`config.mk`:
```
export PLATFORM = sky130hd
export DESIGN_NAME = mbe_front
export DESIGN_NICKNAME = d
export VERILOG_FILES = /design/src/mbe_pkg.sv /design/src/mbe_front.sv
export SDC_FILE = /design/constraint.sdc
export NUM_CORES = 1
export LEC_CHECK = 0
export ABC_CLOCK_PERIOD_IN_PS = 11500
export BUFFER_PORTS_ARGS = -buffer_cell sky130_fd_sc_hd__buf_2
export CAP_MARGIN = 20
export CORE_AREA = 2 2 120 169
export DETAILED_ROUTE_END_ITERATION = 8
export DIE_AREA = 0 0 122 171
export PLACE_DENSITY_LB_ADDON = 0.12
export REMOVE_ABC_BUFFERS = 1
export SYNTH_ARGS = -nofsm -noshare
export SYNTH_HDL_FRONTEND = slang
export SYNTH_SLANG_ARGS = --single-unit
```
`constraint.sdc`:
```
create_clock -name vclk -period 11.5
set_clock_uncertainty 0.05 [all_clocks]
set_input_delay 2.3 -clock vclk [all_inputs]
set_output_delay 2.3 -clock vclk [all_outputs]
set_load 0.05 [all_outputs]
```
`src/mbe_pkg.sv`:
```
package mbe_pkg;

    // fixed point format
    localparam int FRAC_BITS = 14;

    // width of c = scaling * coord + offset (19 bit product plus 16 bit signed offset)
    localparam int C_W = 21;
    // width of z; a point that has not escaped stays well inside this range
    localparam int Z_W = 24;
    // width of the full square and cross products
    localparam int P_W = 2 * Z_W;

    // escape bound 4 << FRAC_BITS
    localparam logic signed [P_W:0] ESC_BOUND = (P_W + 1)'(64'sd4 <<< FRAC_BITS);

    localparam int CNT_W = 16;
    localparam int LIM_W = 17;
    localparam int SHADE_W = 4;
    localparam logic [SHADE_W-1:0] SHADE_MAX = 4'd15;

    // configuration register map
    localparam int ADDR_W = 5;
    localparam int RIDX_W = 3;
    localparam logic [RIDX_W-1:0] REG_SCALING = 3'd0;
    localparam logic [RIDX_W-1:0] REG_OFFSET_REAL = 3'd1;
    localparam logic [RIDX_W-1:0] REG_OFFSET_IMAG = 3'd2;
    localparam logic [RIDX_W-1:0] REG_MAX_COUNT = 3'd3;
    localparam logic [RIDX_W-1:0] REG_DIVISOR = 3'd4;

    // point c of one pixel, queued between front and back
    typedef struct packed {
        logic signed [C_W-1:0] cr;
        logic signed [C_W-1:0] ci;
    } cpt_t;

    // finished iteration handed to the shade stage
    typedef struct packed {
        logic             valid;
        logic [CNT_W-1:0] count;
    } iter_res_t;

    // view of the configuration used by the front
    typedef struct packed {
        logic [9:0]         scaling;
        logic signed [15:0] offset_real;
        logic signed [15:0] offset_imag;
    } front_cfg_t;

endpackage

```
`src/mbe_front.sv`:
```
module mbe_front
    import mbe_pkg::*;
(
    input  front_cfg_t cfg,
    input  logic [8:0] column,
    input  logic [8:0] row,
    output cpt_t       pt
);

    logic [18:0] prod_r;
    logic [18:0] prod_i;

    // coordinates are unsigned, product always fits 19 bits
    assign prod_r = {9'd0, cfg.scaling} * {10'd0, column};
    assign prod_i = {9'd0, cfg.scaling} * {10'd0, row};

    assign pt.cr = {2'b00, prod_r} + {{(C_W-16){cfg.offset_real[15]}}, cfg.offset_real};
    assign pt.ci = {2'b00, prod_i} + {{(C_W-16){cfg.offset_imag[15]}}, cfg.offset_imag};

endmodule

```
## After elaboration in Yosys (flattened, before gate mapping)

Cells that the tools add are included.

| word-level totals | value |
|---|---|
| register bits after elaboration | 0 |
| output and inout port bits | 42 |

| operators by class | value |
|---|---|
| multiply operators | 2 |
| add/sub/neg operators | 2 |

Operators with widths:

| cell | count |
|---|---|
| $add 20x16->21 | 2 |
| $mul 10x9->19 | 2 |

## Longest topological paths before layout

| logic depth | value |
|---|---|
| word-level depth | 2 |
| depth in mapped cells | 27 |
| gate-level depth less buffers | 26 |

## Least setup slack after synthesis

Ideal clock, no wire load.

| timing | value |
|---|---|
| path type | input -> output |
| start | input column[8] |
| end | output pt[41] in the netlist's numbering |
| setup slack | 1.065 ns |
| data arrival time | 8.085 ns |
| required time | 9.150 ns |
| stages | 25 |
| cell sequence | clkbuf_1 -> nand2_1 -> fa_1 -> fa_1 -> inv_1 -> fa_1 -> inv_1 -> fa_1 -> inv_1 -> ha_1 -> o21a_1 -> o31a_1 -> o21ai_2 -> a2111oi_2 -> o21a_1 -> nor2_1 -> xnor2_1 -> ha_1 -> nand2_1 -> nor2_1 -> nand3_1 -> o211ai_2 -> a31o_1 -> a21oi_1 -> xnor2_1 |

RTL lines:

| item | RTL line | source |
|---|---|---|
| start: declaration | mbe_front.sv:5 | `input logic [8:0] column,` |
| end: declaration | mbe_front.sv:7 | `output cpt_t pt` |

==> impl_results.md <==
* Layout cells sized above 1 at 11.22%
* Area leader, netlist: fa_1
* Netlist Area Pre-Place at 7594 sq um
* Synth top cells by count: inv_1, ha_1, fa_1
* Die area at 20860 sq um
* Max-slew violation count at 0
* Seq_cells at 0
* Status: finished clean
* Drc violations at 0
* Max FO, Critical Path at 18
* Yosys warning count at 0
* Clkbuf count at 0
* CP Capture Type: output pin
* CP arrival at 8.20 ns
* Crit path launch type: input pin
* WP data required at 9.15 ns
* Grt total ovfl at 0
* Register area at 0 sq um
* Critical path's largest stage delay at 0.55 ns
* 1st-pass router iterations at 4
* Synth cell types at 46
* Hold buffers post-CTS at 0
* Post-CTS setup buffer count at 0
* Worst path bufs/invs at 5
* Worst path most repeated cell: fa_1
* PortBufs at 102
* HP Class: input pin to output pin
* Final Net Count at 1318
* Top delay family on crit path: adder cells
* Vias in the first global route at 6648
* Initial Util at 39.02%
* Area of the multi-input gates at 6869 sq um
* Slew of the pin with the lowest slew margin at 0.6069 ns
* Post-Syn Instances at 932
* Slowest cell on the critical path: fa_1
* Row cnt at 61
* Avg WL per Cell at 13.27 microns
* Die height at 171 microns
* Area grow syn2layout at 10.03%
* # Max-Cap Violations at 0
* IO Pins at 102
* Period utilization at 91.75%
* Final hold vios at 0
* Initial drt markers at 197
* Mean post-synth cell area at 8.148 sq um
* Final min period at 10.55 ns
* Core area at 19460 sq um
* Fillers at 2098
* # setup viols final at 0
* RD Place Congestion at 0.7992
* Setup TNS at 0 ns
* Crit path kind: input pin to output pin
* Gr usage total at 16.95%
* ANT nets after route at 0
* N_diodes at 0
* DRT Wirelength at 16830 microns
* Largest net degree at the start of global routing at 19
* Antenna violations before repair at 0
* Routed via count at 6245
* Via density at 4.925
* First-pass GRT wire length at 29790 microns
* Leading post-synthesis cells by cell area: fa_1, ha_1, and2_1
* Post-DP HPWL at 14770 microns
* Max frequency at 94.77 MHz
* Chip width at 122 microns
* PostCTS Resize Cnt at 0
* Count leader, synth: inv_1
* Post-synth top area share at 30.58%
* Post-synthesis sequential area ratio at 0%
* Slew Limit Headroom at 59.35%
* Unrepaired setup endpoints after global routing: no
-- through the flow --
stage	setup slack, ns	utilization, %	instances	hold WS (ns)	instance area, sq um
final	0.9482	42.93	1268	4.988	8356
after global routing	0.4721	42.93	1268	5.012	8356
after CTS	0.9195	42.93	1268	4.993	8356
after detailed placement	0.9367	42.93	1268	4.993	8356
after global placement	1.012	42.93	1268	4.988	8356
after floorplan	1.332	-	913	4.822	7522
-- worst paths after layout --
path,from,endpoint,slack (ns),cells after the start
setup / recovery,cfg[37],pt[41],0.95,26
hold / removal,cfg[0],pt[0],4.99,3
-- layout make-up --
class	instances	area share [%]
multi-input combinational	739	82.21
tap	252	3.774
inverter	174	7.817
timing repair buffer	103	6.199
-- tightest hold or removal path: cells and delay by family --
family	cells	cell delay [ns]
adder cells (fa/ha/maj)	1	0.11
buffers and inverters	2	0.33
-- logic make-up (layout without fill, tap and decap cells) --
group                    Yosys count  after routing  share of synthesized area [%]
buffers and inverters            193            277                          9.540
AND/OR/NAND/NOR                  277            277                          18.50
XOR/XNOR                          62             62                          7.151
AO/OA/AOI/OAI                    160            160                          13.79
adder cells (fa/ha/maj)          240            240                          51.01
-- cell usage in the layout, fill, tap and decap left out, types with 9 or more instances in the layout --
cell | synthesis | routed
xnor2_1 | 43 | 43
xor2_1 | 19 | 19
o21ai_0 | 25 | 25
o21bai_1 | 9 | 9
inv_1 | 174 | 174
nand2_1 | 96 | 96
and2_1 | 114 | 114
nor2_1 | 32 | 32
fa_1 | 116 | 116
buf_2 | 0 | 102
a21o_1 | 24 | 24
ha_1 | 124 | 124
a21oi_1 | 51 | 51
-- per-layer routing --
layer	global-route usage, %	vias to the layer above	wire length [microns]
met5	0	-	0
met4	0.9995	0	36
met3	0.4667	4	354
met2	36.19	81	9771
met1	18.82	3016	6666
li1	-	3144	-
Power is not shown: default switching activity piles up to over one toggle a cycle in this logic, so the estimate is an artifact.
