**config.mk**
```make
export PLATFORM = sky130hd
export DESIGN_NAME = mbe_iter
export DESIGN_NICKNAME = d
export VERILOG_FILES = /design/src/mbe_pkg.sv /design/src/mbe_iter.sv
export SDC_FILE = /design/constraint.sdc
export NUM_CORES = 2
export LEC_CHECK = 0
export BUFFER_PORTS_ARGS = -buffer_cell sky130_fd_sc_hd__buf_2
export CORE_MARGIN = 4
export CORE_UTILIZATION = 55
export CTS_CLUSTER_SIZE = 25
export DETAILED_ROUTE_END_ITERATION = 7
export PLACE_DENSITY = 0.75
export SETUP_SLACK_MARGIN = 0.02
export SLEW_MARGIN = 15
export SYNTH_ARGS = -nofsm -noshare
export SYNTH_HDL_FRONTEND = slang
export SYNTH_SLANG_ARGS = --single-unit
```
**constraint.sdc**
```tcl
create_clock -name clk -period 14.1 [get_ports clk]
set_input_delay 2.82 -clock clk [delete_from_list [all_inputs] [get_ports clk]]
set_output_delay 2.82 -clock clk [all_outputs]
set_load 0.02 [all_outputs]
```
**src/mbe_pkg.sv**
```systemverilog
package mbe_pkg;

    // fixed point format
    localparam int FRAC_BITS = 14;

    // width of c = scaling * coord + offset (19 bit product plus 16 bit signed offset)
    localparam int C_W = 21;
    // width of z; a point that has not escaped stays well inside this range
    localparam int Z_W = 24;
    // width of the full square and cross products
    localparam int P_W = 2 * Z_W;

    // escape bound 4 << FRAC_BITS
    localparam logic signed [P_W:0] ESC_BOUND = (P_W + 1)'(64'sd4 <<< FRAC_BITS);

    localparam int CNT_W = 16;
    localparam int LIM_W = 17;
    localparam int SHADE_W = 4;
    localparam logic [SHADE_W-1:0] SHADE_MAX = 4'd15;

    // configuration register map
    localparam int ADDR_W = 5;
    localparam int RIDX_W = 3;
    localparam logic [RIDX_W-1:0] REG_SCALING = 3'd0;
    localparam logic [RIDX_W-1:0] REG_OFFSET_REAL = 3'd1;
    localparam logic [RIDX_W-1:0] REG_OFFSET_IMAG = 3'd2;
    localparam logic [RIDX_W-1:0] REG_MAX_COUNT = 3'd3;
    localparam logic [RIDX_W-1:0] REG_DIVISOR = 3'd4;

    // point c of one pixel, queued between front and back
    typedef struct packed {
        logic signed [C_W-1:0] cr;
        logic signed [C_W-1:0] ci;
    } cpt_t;

    // finished iteration handed to the shade stage
    typedef struct packed {
        logic             valid;
        logic [CNT_W-1:0] count;
    } iter_res_t;

    // view of the configuration used by the front
    typedef struct packed {
        logic [9:0]         scaling;
        logic signed [15:0] offset_real;
        logic signed [15:0] offset_imag;
    } front_cfg_t;

endpackage

```
**src/mbe_iter.sv**
```systemverilog
module mbe_iter
    import mbe_pkg::*;
(
    input  logic             clk,
    input  logic             rst_n,
    input  logic [CNT_W-1:0] steps_max,
    input  logic             q_empty,
    input  cpt_t             q_data,
    output logic             q_pop,
    output iter_res_t        res
);

    typedef enum logic [1:0] {
        ST_IDLE = 2'b01,
        ST_RUN  = 2'b10
    } iter_st_t;

    iter_st_t              st_reg;
    iter_st_t              st_next;
    logic signed [Z_W-1:0] zr_reg;
    logic signed [Z_W-1:0] zr_next;
    logic signed [Z_W-1:0] zi_reg;
    logic signed [Z_W-1:0] zi_next;
    logic [CNT_W-1:0]      n_reg;
    logic [CNT_W-1:0]      n_next;
    cpt_t                  c_reg;
    cpt_t                  c_next;

    logic signed [P_W-1:0] m1;
    logic signed [P_W-1:0] m2;
    logic signed [P_W-1:0] m3;
    logic signed [P_W:0]   sq_diff;
    logic signed [P_W:0]   sq_sum;
    logic signed [P_W:0]   diff_sh;
    logic signed [P_W:0]   sum_sh;
    logic signed [P_W-1:0] m3_sh;
    logic                  at_limit;
    logic                  escaped;

    // one complex square-and-add per cycle while running
    assign m1 = zr_reg * zr_reg;
    assign m2 = zi_reg * zi_reg;
    assign m3 = zr_reg * zi_reg;
    assign sq_diff = {m1[P_W-1], m1} - {m2[P_W-1], m2};
    assign sq_sum = {m1[P_W-1], m1} + {m2[P_W-1], m2};
    assign diff_sh = sq_diff >>> FRAC_BITS;
    assign sum_sh = sq_sum >>> FRAC_BITS;
    assign m3_sh = m3 >>> (FRAC_BITS - 1);

    assign at_limit = (n_reg == steps_max);
    assign escaped = (sum_sh > ESC_BOUND);

    assign q_pop = (st_reg == ST_IDLE) && !q_empty;

    always_comb
    begin
        st_next = st_reg;
        zr_next = zr_reg;
        zi_next = zi_reg;
        n_next = n_reg;
        c_next = c_reg;
        res.valid = 1'b0;
        res.count = n_reg;
        case (st_reg)
            ST_IDLE:
            begin
                if (!q_empty)
                begin
                    st_next = ST_RUN;
                    c_next = q_data;
                    zr_next = '0;
                    zi_next = '0;
                    n_next = '0;
                end
            end
            ST_RUN:
            begin
                // limit checked before the step, escape on the old squares
                if (at_limit || escaped)
                begin
                    res.valid = 1'b1;
                    st_next = ST_IDLE;
                end
                else
                begin
                    zr_next = diff_sh[Z_W-1:0] + {{(Z_W-C_W){c_reg.cr[C_W-1]}}, c_reg.cr};
                    zi_next = m3_sh[Z_W-1:0] + {{(Z_W-C_W){c_reg.ci[C_W-1]}}, c_reg.ci};
                    n_next = n_reg + 1'b1;
                end
            end
            default:
            begin
                st_next = ST_IDLE;
            end
        endcase
    end

    always_ff @(posedge clk or negedge rst_n)
    begin
        if (!rst_n)
        begin
            st_reg <= ST_IDLE;
        end
        else
        begin
            st_reg <= st_next;
        end
    end

    always_ff @(posedge clk)
    begin
        zr_reg <= zr_next;
        zi_reg <= zi_next;
        n_reg <= n_next;
        c_reg <= c_next;
    end

endmodule

```
# [Word level (Yosys, flattened, before mapping)]
# Index checks and enable logic that the tools add are counted.
[totals] register_bits=108 in_bits=61 output_inout_bits=18
[op_classes] add_sub_neg=5 multipliers=3 n_lt_le_gt_ge=1 n_eq_ne=6 mux=13 n_bitwise=1 reduce_logical=7
[ops] operator="$mul 24x24->48" n=2
[ops] operator="$pmux 24 s2" n=2
[ops] operator="$mux 24" n=3
[ops] operator="$add 48x48->49" n=1
[ops] operator="$add 24x24->24" n=2
[ops] operator="$sub 38x38->38" n=1
[ops] operator="$mul 24x24->37" n=1
[ops] operator="$gt 35x18->1 const B" n=1
[ops] operator="$mux 16" n=2
[ops] operator="$pmux 16 s2" n=1
[ops] operator="$add 16x1->16 const B" n=1
[ops] operator="$eq 16x16->1" n=1
[ops] operator="$ne 2x2->1 const B" n=3
[ops] operator="$mux 2" n=2
[ops] operator="$pmux 2 s2" n=1
[ops] operator="$reduce_and 2->1" n=2
[ops] operator="$reduce_and 3->1" n=1
[ops] operator="$eq 2x1->1 const B" n=1
[ops] operator="$eq 2x2->1 const B" n=1
[ops] operator="$mux 1" n=2
[ops] operator="$reduce_bool 2->1" n=1
[ops] operator="$logic_and 1x1->1" n=1
[ops] operator="$logic_not 1->1" n=1
[ops] operator="$logic_or 1x1->1" n=1
[ops] operator="$not 1->1" n=1

# [Longest topological paths before layout]
[depth] word_depth=6 depth_mapped=49 ltp_nobuf=48

# [Worst setup path after synthesis]
# Ideal clock, no wire load.
[synth_timing] path_kind="register to output" from="register zr_reg[23]" to="output res[16] (netlist name)" t_arrival_ns=9.459 t_required_ns=11.280 path_slack_ns=1.821 stages_incl_launch_ff=36 n_path_buf=3 cell_sequence="edfxtp_1 -> clkbuf_1 -> buf_1 -> nand2_1 -> inv_1 -> fa_1 -> fa_1 -> inv_1 -> fa_1 -> inv_1 -> fa_1 -> fa_1 -> fa_1 -> fa_1 -> ha_1 -> a21o_1 -> a21o_1 -> a21o_1 -> a21oi_1 -> or3b_1 -> a41o_1 -> and3_1 -> o21ai_0 -> nand2b_1 -> xor2_1 -> ha_1 -> clkbuf_1 -> a21o_1 -> a21oi_1 -> o21a_1 -> nand2_1 -> a41o_1 -> and3_1 -> a311o_1 -> a31o_2 -> a21oi_1"
[synth_lines] item="start, declared" line_no="mbe_iter.sv:20" source="logic signed [Z_W-1:0] zr_reg;"
[synth_lines] item="start signal, assigned" line_no="mbe_iter.sv:112" source="zr_reg <= zr_next;"
[synth_lines] item="end, declared" line_no="mbe_iter.sv:10" source="output iter_res_t res"

==> reports/summary.txt <==
Status = completed
Finished Cell Area = 66500 µm²
Max_slew headroom = 0.340
Width of the die = 348 µm
Max stage delay on crit path = 900 ps
Yosys warns = 0
Via count = 45100
H-Tree Depth = 3
Unique cell type count in the Yosys netlist = 88
Post-synthesis mux area share = 0.00226
I/O pin cnt = 79
DRC = 0
Ys async rst share = 0.0185
Hold WS = 684 ps
DP Area = 65700 µm²
Worst-Margin Slew = 989 ps
Worst setup SP type = flip-flop
CTS max path bufs = 2
First-pass GRT wire length = 255 mm
Total global-route track usage = 0.266
Initial antenna violation count = 1
Vias in the first global route = 49300
Yosys reg bits = 108
Total Nets Final = 8980
Critical path peak fanout = 14
RePlAce Congestion = 0.941
Remaining Overflow, GRT = 0
Largest area contributor in the netlist = fa_1
Placement Setup Slack = 613 ps
Starting Density = 0.555
Synth top area share = 0.500
CP max-delay cell = edfxtp_1
Syn_area_per_cell = 9.32 µm²
WS Path Type = reg2out
Clock skew = 16.2 ps
Post-Syn Area = 63600 µm²
Num rows = 124
DRT Wirelength = 155 mm
Capturing element type of the critical path = primary output
Post-Syn Instances = 6830
Min Tclk post-route = 13640 ps
Area grow syn2layout = 4.50%
Drt initial violations = 3195
Post-Synth Simple-Gate Area = 0.122
Remaining antenna violation count after routing = 0
Layout cells sized above 1 = 0.0431
TritonCTS clock tree = done
Max FFs per register = 42
Largest family of logic cells by synthesized area = adder cells
CP dominant cell by count = fa_1
Post-Synth Adder-Cell Area = 0.604
Drt wl/cell = 18.7 µm
Clk_lat worst skew = 420 ps
Crit share post-route = 0.967
DIE HEIGHT = 348 µm
# clock sinks = 108
Net Count, Synth = 9010
Fin. max-slew vios = 0
Vias per std cell = 5.42
Worst Path Arrival = 10820 ps
Register area share after synthesis = 0.0508
TritonCTS Buffers = 9
Max cap viols = 0
CTS clk-pin slew, worst paths = 90 ps
Setup-failing EPs final = 0
DP Wirelength = 131 mm
Top cells by area, synth = fa_1 50%, inv_1 11%, ha_1 10%, edfxtp_1 5.0%, nand2_1 4.5%
WP data required = 11280 ps
Most common cell in the netlist = inv_1
Fillers = 9807
CTS root buf = clkbuf_16
Die ar. = 121000 µm²
Top post-synthesis cells by count = 1842 x inv_1, 1589 x fa_1, 757 x nand2_1
Final Hold Vio Count = 0
Fmax = 73.3 MHz
DR pass1 iterations = 5
IO Port Bufs = 78
Core area = 115000 µm²
Post-synth top flop = edfxtp_1
Hold Crit Class = reg2reg
Largest net degree at the start of global routing = 58
Complex-gate fraction of the synthesized area = 0.0577
Setup TNS = 0 ps
Min setup slack post-route = 464 ps
Post-synth EDFFs = 106
Synth Area in XOR/XNOR = 0.0383
-- final timing paths --
kind,start,to,slack [ps],depth (start not counted)
max,zr_reg[17]$_SDFFCE_PN0P_,res[16],460,36
min,n_reg[0]$_SDFFCE_PN0P_,n_reg[0]$_SDFFCE_PN0P_,680,1
max reg2reg,zr_reg[17]$_SDFFCE_PN0P_,zi_reg[1]$_SDFFCE_PN0P_,2470,36
min reg2reg,n_reg[0]$_SDFFCE_PN0P_,n_reg[0]$_SDFFCE_PN0P_,680,1
max in group asynchronous,rst_n,st_reg[0]$_DFFE_PN1P_,11730,1
min in group asynchronous,rst_n,st_reg[1]$_DFFE_PN0P_,2180,1
-- worst max-delay path: cells and delay by family (launching register included) --
family	cells	cell delay, ps
DFF	1	900
AOI/OAI and AO/OA	8	1580
muxes	1	320
buffers and inverters	8	740
adders and majority gates	9	4470
and+or+nand+nor	9	2200
xor gates and xnor gates	1	150
-- repair_timing --
| item | CTS | global route |
|---|---|---|
| hold buffers | 0 | 0 |
| gates resized for setup | 0 | 17 |
| setup buffers | 0 | 43 |
| setup endpoints to repair | 0 | 1 |
| endpoints found under the hold margin | 0 | 0 |
-- cell families after synthesis --
family          count (synthesis)
flops                         108
mux                            14
simple gates                 1634
buf+inv                      2112
compound gates                565
fa+ha+maj                    2119
xor+xnor                      278
-- routing by layer --
layer | global-route usage | up-vias | share of wire
li1 | - | 20000 | -
met1 | 0.345 | 23200 | 0.38
met2 | 0.446 | 1588 | 0.49
met3 | 0.0362 | 357 | 0.069
met4 | 0.127 | 2 | 0.055
met5 | 0 | - | 0.00010
-- cell type report --
class | count | area [µm²] | share of cell area
sequential | 108 | 3230 | 0.0486
multi-input combinational | 4610 | 52500 | 0.790
clock buffer | 10 | 229 | 0.00344
tap | 1512 | 1890 | 0.0284
inverter | 1846 | 6930 | 0.104
timing repair buffer | 225 | 1590 | 0.0240
antenna | 2 | 5.00 | 0.0000753
clock inverter | 6 | 82.6 | 0.00124
-- metrics by stage --
| stage | cells | utilization |
|---|---|---|
| after floorplan | 6830 | - |
| after CTS | 8273 | 0.576 |
| after detailed placement | 8257 | 0.573 |
| after global routing | 8317 | 0.580 |
| after global placement | 8257 | 0.573 |
| final | 8319 | 0.580 |
-- cells in the final DEF, fill, tap and decap left out, types with 16 or more instances in the layout --
master    synthesis  routed
nor2b_1          51      50
a21o_1           82      81
edfxtp_1        106     106
o21bai_1         25      25
buf_4             0     131
buf_2            10      78
nor3_1           24      24
a31oi_1          17      17
nand4_1          27      27
nand2b_1         49      48
inv_1          1842    1841
nor4_1           19      19
nand2_1         757     757
nor2_1          206     206
and2_1          393     393
nand3_1          43      43
ha_1            530     529
and3_1           16      16
a21oi_1         185     185
fa_1           1589    1588
xor2_1          109     108
xnor2_1         169     169
o21ai_0          83      83
o21a_1           20      20
a211oi_1         21      19
o21ai_1          18      17
Power is left out: the tool's default activity adds up to more than one toggle a clock period on the data nets, which glitch-free logic cannot reach.
