`config.mk`:
```
export PLATFORM = sky130hd
export DESIGN_NAME = mbe_fifo
export DESIGN_NICKNAME = d
export VERILOG_FILES = /design/src/mbe_pkg.sv /design/src/mbe_fifo.sv
export SDC_FILE = /design/constraint.sdc
export NUM_CORES = 1
export LEC_CHECK = 0
export BUFFER_PORTS_ARGS = -buffer_cell sky130_fd_sc_hd__buf_2
export CORE_ASPECT_RATIO = 1.5
export CORE_MARGIN = 5
export CORE_UTILIZATION = 47
export DETAILED_ROUTE_END_ITERATION = 12
export GPL_ROUTABILITY_DRIVEN = 1
export GPL_TIMING_DRIVEN = 1
export PLACE_DENSITY_LB_ADDON = 0.08
export SYNTH_ARGS = -nofsm -noshare
export SYNTH_HDL_FRONTEND = slang
export SYNTH_SLANG_ARGS = --single-unit
```
`constraint.sdc`:
```
create_clock -name clk -period 2.9 [get_ports clk]
set_clock_uncertainty 0.1 [all_clocks]
set_input_delay 0.58 -clock clk [delete_from_list [all_inputs] [get_ports clk]]
set_output_delay 0.58 -clock clk [all_outputs]
set_load 0.01 [all_outputs]
```
`src/mbe_pkg.sv`:
```
package mbe_pkg;

    // fixed point format
    localparam int FRAC_BITS = 14;

    // width of c = scaling * coord + offset (19 bit product plus 16 bit signed offset)
    localparam int C_W = 21;
    // width of z; a point that has not escaped stays well inside this range
    localparam int Z_W = 24;
    // width of the full square and cross products
    localparam int P_W = 2 * Z_W;

    // escape bound 4 << FRAC_BITS
    localparam logic signed [P_W:0] ESC_BOUND = (P_W + 1)'(64'sd4 <<< FRAC_BITS);

    localparam int CNT_W = 16;
    localparam int LIM_W = 17;
    localparam int SHADE_W = 4;
    localparam logic [SHADE_W-1:0] SHADE_MAX = 4'd15;

    // configuration register map
    localparam int ADDR_W = 5;
    localparam int RIDX_W = 3;
    localparam logic [RIDX_W-1:0] REG_SCALING = 3'd0;
    localparam logic [RIDX_W-1:0] REG_OFFSET_REAL = 3'd1;
    localparam logic [RIDX_W-1:0] REG_OFFSET_IMAG = 3'd2;
    localparam logic [RIDX_W-1:0] REG_MAX_COUNT = 3'd3;
    localparam logic [RIDX_W-1:0] REG_DIVISOR = 3'd4;

    // point c of one pixel, queued between front and back
    typedef struct packed {
        logic signed [C_W-1:0] cr;
        logic signed [C_W-1:0] ci;
    } cpt_t;

    // finished iteration handed to the shade stage
    typedef struct packed {
        logic             valid;
        logic [CNT_W-1:0] count;
    } iter_res_t;

    // view of the configuration used by the front
    typedef struct packed {
        logic [9:0]         scaling;
        logic signed [15:0] offset_real;
        logic signed [15:0] offset_imag;
    } front_cfg_t;

endpackage

```
`src/mbe_fifo.sv`:
```
module mbe_fifo
    import mbe_pkg::*;
(
    input  logic clk,
    input  logic rst_n,
    input  logic push,
    input  cpt_t push_data,
    input  logic pop,
    output cpt_t pop_data,
    output logic full,
    output logic empty
);

    cpt_t       mem [2];
    logic       wr_ptr_reg;
    logic       wr_ptr_next;
    logic       rd_ptr_reg;
    logic       rd_ptr_next;
    logic [1:0] cnt_reg;
    logic [1:0] cnt_next;

    assign full = (cnt_reg == 2'd2);
    assign empty = (cnt_reg == 2'd0);
    assign pop_data = mem[rd_ptr_reg];

    always_comb
    begin
        wr_ptr_next = wr_ptr_reg;
        rd_ptr_next = rd_ptr_reg;
        cnt_next = cnt_reg;
        if (push)
        begin
            wr_ptr_next = ~wr_ptr_reg;
        end
        if (pop)
        begin
            rd_ptr_next = ~rd_ptr_reg;
        end
        if (push && !pop)
        begin
            cnt_next = cnt_reg + 2'd1;
        end
        else if (pop && !push)
        begin
            cnt_next = cnt_reg - 2'd1;
        end
    end

    always_ff @(posedge clk or negedge rst_n)
    begin
        if (!rst_n)
        begin
            wr_ptr_reg <= 1'b0;
            rd_ptr_reg <= 1'b0;
            cnt_reg <= 2'd0;
        end
        else
        begin
            wr_ptr_reg <= wr_ptr_next;
            rd_ptr_reg <= rd_ptr_next;
            cnt_reg <= cnt_next;
        end
    end

    always_ff @(posedge clk)
    begin
        if (push)
        begin
            mem[wr_ptr_reg] <= push_data;
        end
    end

endmodule

```
Yosys cells after proc, flatten, opt, wreduce, memory -nomap -nowiden:

Memory sizes are Yosys's and may differ from the RTL's.
Index checks and enable logic that the tools add are counted.

* bits in writable memories: 84
* memories kept: 1
* logic and storage cells: 19
* register bits after elaboration: 4
* bits of input ports: 46

* reductions and logical operators: 6
* eq/ne operators: 1
* bitwise gates (word level): 2
* muxes and demuxes: 4
* add/subtract/negate cells: 2

Memories
* mem: depth 2, bits a word 42, read ports 1, clocked after memory_dff 0, wr ports 1, line mbe_fifo.sv:14 `cpt_t mem [2];`

Operators with widths (count)
* two-way mux 2 bit: 2
* adder 2 x 1 -> 2 bit, second input constant: 1
* equality test 2 bit, second input constant: 1
* logical AND 1 bit: 2
* logical NOT 1 bit: 2
* logical NOT 2 bit: 1
* two-way mux 1 bit: 2
* NOT 1 bit: 2
* nonzero test 2 bit: 1
* subtractor 2 x 1 -> 2 bit, second input constant: 1

Depth between registers and ports, before layout:

Gate-level depths: netlist of run 1.

* depth after elaboration: 4
* gate-level depth with buffers: 5
* depth with buffers taken out: 5

Least setup slack after synthesis of run 1:

No wires, ideal clock.

* path type: input port to flip-flop
* start: input push
* end: memory mem[0][0] (netlist name) (enable)
* setup slack: -0.101 ns
* path buffers: 0
* arrival time: 2.455 ns
* stages on the path: 1
* data required time: 2.354 ns
* library setup time: 0.446 ns
* cell sequence: nor2b_1

* word-level cells in the longest chain between the ends: 2

RTL lines
* start: declaration: line mbe_fifo.sv:6 `input logic push,`
* two-way mux 1 bit: line mbe_fifo.sv:67 `if (push)`
* two-way mux 1 bit (implied by the code): line mbe_fifo.sv:69 `mem[wr_ptr_reg] <= push_data;`
* end: declaration: line mbe_fifo.sv:14

Every way passes these cells.

==> results_dict.tcl, run 1 <==
set metrics [dict create \
    outcome "complete, no violations" \
    vias 1640 \
    powerDensity_nw_per_um2 946 \
    clock_sinks 88 \
    grt_pass1_wl_um 8780 \
    synthToLayoutAreaGrowth_pct 22.6 \
    yosysUniqueCellTypes 13 \
    die_area_um2 9120 \
    grt_overflow 0 \
    wl_per_cell_um 16.2 \
    largest_register_ffs 84 \
    cp_top_family "flip-flops" \
    cp-start-kind "flip-flop" \
    die_h_um 114 \
    grt_pass1_vias 1762 \
    worstPathRequired_ns 2.22 \
    core_um2 7180 \
    start_util_pct 47.6 \
    slew_viol_final 0 \
    totalWireLength_um 5710 \
    cts_buffers 9 \
    critical-path-max-stage-delay_ns 0.73 \
    rrSetupSlack_ns 1.23 \
    setup_tns_ns 0 \
    power_leakage_nw 1.71 \
    clk_pin_slew_ns 0.08 \
    finalHoldViolCount 0 \
    gp_congestion 0.703 \
    via_per_inst 4.65 \
    syn_nets 194 \
    firstDrtPassIters 4 \
    drc 0 \
    synth-seq-cells 88 \
    critical_path.max_fanout 16 \
    worstSetupPathType "flip-flop to output port" \
    pre_cts_ws_ns 0.765 \
    final-seq-area_um2 2620 \
    hpwl_um 3940 \
    holdCritPathClass "primary input to flip-flop" \
    tightest_slew_ns 0.565 \
    multi_input_area_um2 711 \
    io_pins 90 \
    ant_nets 0 \
    worstSkewPairLatency_ns 0.35 \
    h-tree-depth 3 \
    antenna_found_initial 0 \
    crit_arrival_ns 1.81 \
    cts_tree "built" \
    crit_slowest_cell "dfrtp_2" \
    yosysSeqAreaShare_pct 76.7 \
    slew_headroom_pct 62.3 \
    drtIter0Drc 113 \
    drive_gt1_share_pct 60.9 \
    die_w_um 79.6 \
    cts_max_path_buffers 2 \
    grt_usage_pct 13.5 \
    fin_crit_sh_pct 85.8 \
    setup_viol_count_final 0 \
    cp.buffers_inverters 2 \
    insertedDiodeCount 0 \
    post-route-min-period_ns 2.49 \
    ys.warnings.count 0 \
    ir_worst_vdd_v 0.000571 \
    syn_area_um2 3420 \
    synth.avg_cell_area_um2 23.3 \
    critPathCaptureType "output port" \
    io_buffers 89 \
    syn_inst 147 \
    cts_root_buf "clkbuf_8" \
    n_fill_cell 574 \
    rsz0062_at_grt "no" \
    worst_slack_ns 0.412 \
    max_freq_ghz 0.402 \
    grt_max_degree 43 \
    crit_chain "buf_12, mux2_2, buf_2" \
    final_net_count 295 \
    rows 38 \
    drv_cap 0 \
]
[layout by cell type, fill, tap and decap left out]
cell type | synthesis | final
ha_1 | 1 | 1
buf_2 | 0 | 89
xor2_1 | 4 | 4
mux2_4 | 39 | 39
buf_12 | 4 | 2
bufinv_16 | 0 | 2
buf_4 | 0 | 3
clkbuf_8 | 0 | 9
edfxtp_1 | 84 | 84
mux2_2 | 3 | 3
inv_1 | 1 | 1
clkinv_2 | 0 | 3
dlygate4sd3_1 | 0 | 1
clkinv_1 | 0 | 1
nor2_1 | 2 | 2
and2_2 | 0 | 1
nor2b_4 | 0 | 1
dfrtp_1 | 4 | 3
xnor2_1 | 1 | 1
nor2b_1 | 2 | 1
clkinvlp_4 | 0 | 1
dfrtp_2 | 0 | 1
[logic make-up after synthesis]
group	count (synthesis)	share of synthesized area (%)
flip-flops	88	76.7
buffers and inverters	6	2.78
XOR/XNOR	5	1.28
AND/OR/NAND/NOR	5	0.769
multiplexers	42	18.1
adder cells (fa/ha/maj)	1	0.366
[cells in the mapped netlist]
library cell,count,area share (%)
edfxtp_1,84,74
mux2_4,39,17
buf_12,4,2.3
dfrtp_1,4,2.9
xor2_1,4,1.0
mux2_2,3,0.99
nor2_1,2,0.22
nor2b_1,2,0.37
and2_1,1,0.18
buf_6,1,0.33
ha_1,1,0.37
inv_1,1,0.11
xnor2_1,1,0.26
[report_power, final]
| group | internal (mW) | leakage [nW] | total [mW] | switching, mW |
|---|---|---|---|---|
| combinational | 0.694 | 0.773 | 1.26 | 0.570 |
| clock | 0.477 | 0.106 | 0.872 | 0.395 |
| sequential | 1.69 | 0.834 | 1.83 | 0.138 |
[final timing paths]
| path | start | to | cells after the start |
|---|---|---|---|
| worst min-delay path | push_data[32] | mem[1][32] | 1 |
| worst max register to register | wr_ptr_reg | mem[1][18] | 2 |
| max in group asynchronous | rst_n | rd_ptr_reg | 2 |
| worst min register to register | cnt_reg[1] | cnt_reg[1] | 1 |
| min in group asynchronous | rst_n | cnt_reg[1] | 2 |
| worst max-delay path | rd_ptr_reg | pop_data[39] | 3 |
[routing by layer]
| metal | up-vias | track usage [%] | wire, um |
|---|---|---|---|
| met5 | - | 0 | 0 |
| met3 | 8 | 6.85 | 414 |
| li1 | 772 | - | - |
| met1 | 803 | 14.6 | 2090 |
| met4 | 0 | 5.50 | 82 |
| met2 | 57 | 22.4 | 3120 |
[metrics by stage]
stage / hold slack, ns / power, mW / instance area, um^2 / instances / util, %
after floorplan: 0.184 / 2.79 / 3420 / 147 / -
after global placement: 0.293 / 3.14 / 3970 / 336 / 55.3
after detailed placement: 0.295 / 3.16 / 3970 / 336 / 55.3
after CTS: 0.291 / 4.04 / 4190 / 353 / 58.4
after global routing: 0.276 / 4.19 / 4190 / 353 / 58.4
final: 0.313 / 3.97 / 4190 / 353 / 58.4
[layout make-up]
cell class / instances / share of cell area, %
Multi-Input combinational cell: 53 / 17.0
Clock buffer: 9 / 2.96
Tap cell: 100 / 2.99
Clock inverter: 7 / 2.06
Sequential cell: 88 / 62.6
Timing Repair Buffer: 95 / 12.4
Inverter: 1 / 0.0896
[timing repair]
action / CTS / global route
hold buffers: 1 / 0
gates resized for setup: 0 / 0
setup endpoints to repair: 0 / 0
buffers inserted: 0 / 0
endpoints found under the hold margin: 4 / 0
Power figures use the tool's default switching activity.
==> inputs of run 2 (changes only) <==
BUFFER_PORTS_ARGS = default   (was -buffer_cell sky130_fd_sc_hd__buf_2)
CORE_UTILIZATION = 50   (was 47)
DONT_BUFFER_PORTS = 1   (was default)
==> run 2 against run 1 <==
Against the previous run:
- register-to-register slack worse by 0.08 ns
- wire length down 9.0%
- via count down 22%
- worst hold slack worse by 0.095 ns
- clock-buffer cell count unchanged
- die area down 5.4%
- final cell count down 32%
- non-clock buffer count down 91
==> results_dict.tcl, run 2 (synthesis gave the netlist of run 1 again) <==
set metrics [dict create \
    n_fill_cell 519 \
    io_pins 90 \
    clk_pin_slew_ns 0.07 \
    via_per_inst 5.38 \
    endpoint "pop_data[12]" \
    layout_commonest_cell "edfxtp_1" \
    cts_setup_buffers 0 \
    slew_headroom_pct 61.2 \
    place_area_um2 3480 \
    final_cell_mix "edfxtp_1 (84), mux2_4 (39), clkbuf_8 (9), xor2_1 (4), clkinv_2 (4)" \
    tightest_slew_ns 0.581 \
    power.switching_mw 1.00 \
    critical_path.max_fanout 27 \
    post-route-min-period_ns 2.37 \
    whs_ns 0.217 \
    combPwrFrac_pct 28.3 \
    stdcell_area_um2 3640 \
    finalHoldViolCount 0 \
    outcome "complete, no violations" \
    slew_viol_final 0 \
    cts_tree "built" \
    setup_tns_ns 0 \
    synthToLayoutAreaGrowth_pct 6.59 \
    worstReg2RegEnd "mem[1][23]" \
    drive_gt1_share_pct 37.9 \
    gp_congestion 0.648 \
    crit_arrival_ns 1.69 \
    clock_sinks 88 \
    setup_viol_count_final 0 \
    crit_path_start "rd_ptr_reg" \
    rrSetupSlack_ns 1.15 \
    drtIter0Drc 67 \
    start_util_pct 50.6 \
    drv_cap 0 \
    max_freq_ghz 0.422 \
    grt_pass1_vias 1514 \
    switching_share_pct 28.7 \
    rsz0062_at_grt "no" \
    firstDrtPassIters 4 \
    cts_buffers 9 \
    totalWireLength_um 5200 \
    insertedDiodeCount 0 \
    powerDensity_nw_per_um2 955 \
    clockPowerShare_pct 19.2 \
    die_area_um2 8630 \
    cp-start-kind "flip-flop" \
    drc 0 \
    grt_overflow 0 \
    p_int_mw 2.48 \
    rows 37 \
    power_leakage_nw 1.33 \
    p_total_mw 3.48 \
    die_h_um 111 \
    cts_max_path_buffers 2 \
    reg2reg_depth 2 \
    worstSetupPathType "flip-flop to output port" \
    critPathCaptureType "output port" \
    io_buffers 0 \
    fin_crit_sh_pct 81.7 \
    grt_usage_pct 13.0 \
    core_um2 6760 \
    wl_per_cell_um 21.8 \
    worstPathRequired_ns 2.22 \
    seq_power_share_pct 52.5 \
    cts.repair.resized 0 \
    vias 1287 \
    grt_pass1_wl_um 8200 \
    die_w_um 77.5 \
    r2r-start "wr_ptr_reg" \
    cts_hold_buf 1 \
    cts_root_buf "clkbuf_8" \
    grt_max_degree 28 \
    h-tree-depth 3 \
    ant_nets 0 \
    antenna_found_initial 0 \
    holdCritPathClass "primary input to flip-flop" \
    worstSkewPairLatency_ns 0.34 \
    ir_worst_vdd_v 0.000553 \
    largest_register_ffs 84 \
    final_net_count 204 \
]
## run 2: cell types whose count changed in the layout (fill, tap and decap cells not counted), sizes merged
cell | before | now
clkinvlp | 1 | 0
bufinv | 2 | 0
clkinv | 4 | 6
buf | 94 | 3
## run 2: final cells by class
| cell class | instances | area [um^2] | share of cell area [%] |
|---|---|---|---|
| Timing Repair Buffer | 4 | 57.6 | 1.58 |
| Multi-Input combinational cell | 53 | 711 | 19.5 |
| Clock buffer | 9 | 124 | 3.40 |
| Clock inverter | 6 | 27.5 | 0.755 |
| Inverter | 1 | 3.75 | 0.103 |
| Sequential cell | 88 | 2620 | 72.0 |
| Tap cell | 78 | 97.6 | 2.68 |
## run 2: through the flow
stage                     instances  setup slack [ns]  util [%]
after floorplan                 147             0.681         -
after global placement          223             0.883      51.5
after detailed placement        223             0.873      51.5
after CTS                       239             0.472      53.9
after global routing            239             0.425      53.9
final                           239             0.530      53.9
## run 2: worst min path at each step
stage | start | to | slack (ns) | depth (start not counted)
floorplan | rst_n | cnt_reg[0] | 0.18 | 0
global placement | rst_n | cnt_reg[1] | 0.18 | 0
detailed placement | rst_n | cnt_reg[1] | 0.18 | 0
CTS | pop | rd_ptr_reg | 0.19 | 1
global route | pop | rd_ptr_reg | 0.19 | 1
finish | pop | rd_ptr_reg | 0.22 | 1
## run 2: worst max-delay path: stages (launching register included)
cell and delay, ns:
dfrtp_2 0.69, buf_12 0.28, mux2_4 0.34
## run 2: routing by layer
layer,track usage (%),part of all wire [%],vias up
li1,-,-,588
met1,11.8,32,629
met2,22.4,55,58
met3,6.91,10,12
met4,7.57,2.2,0
met5,0,0,-
## run 2: power by group through the flow
| stage | registers [mW] | logic (mW) | clock network, mW |
|---|---|---|---|
| 2_1_floorplan | 1.78 | 1.00 | 0 |
| 3_3_place_gp | 1.85 | 0.997 | 0 |
| 3_5_place_dp | 1.86 | 1.01 | 0 |
| 4_1_cts | 1.84 | 1.02 | 0.702 |
| 5_1_grt | 1.86 | 1.06 | 0.756 |
| 6_report | 1.83 | 0.984 | 0.669 |
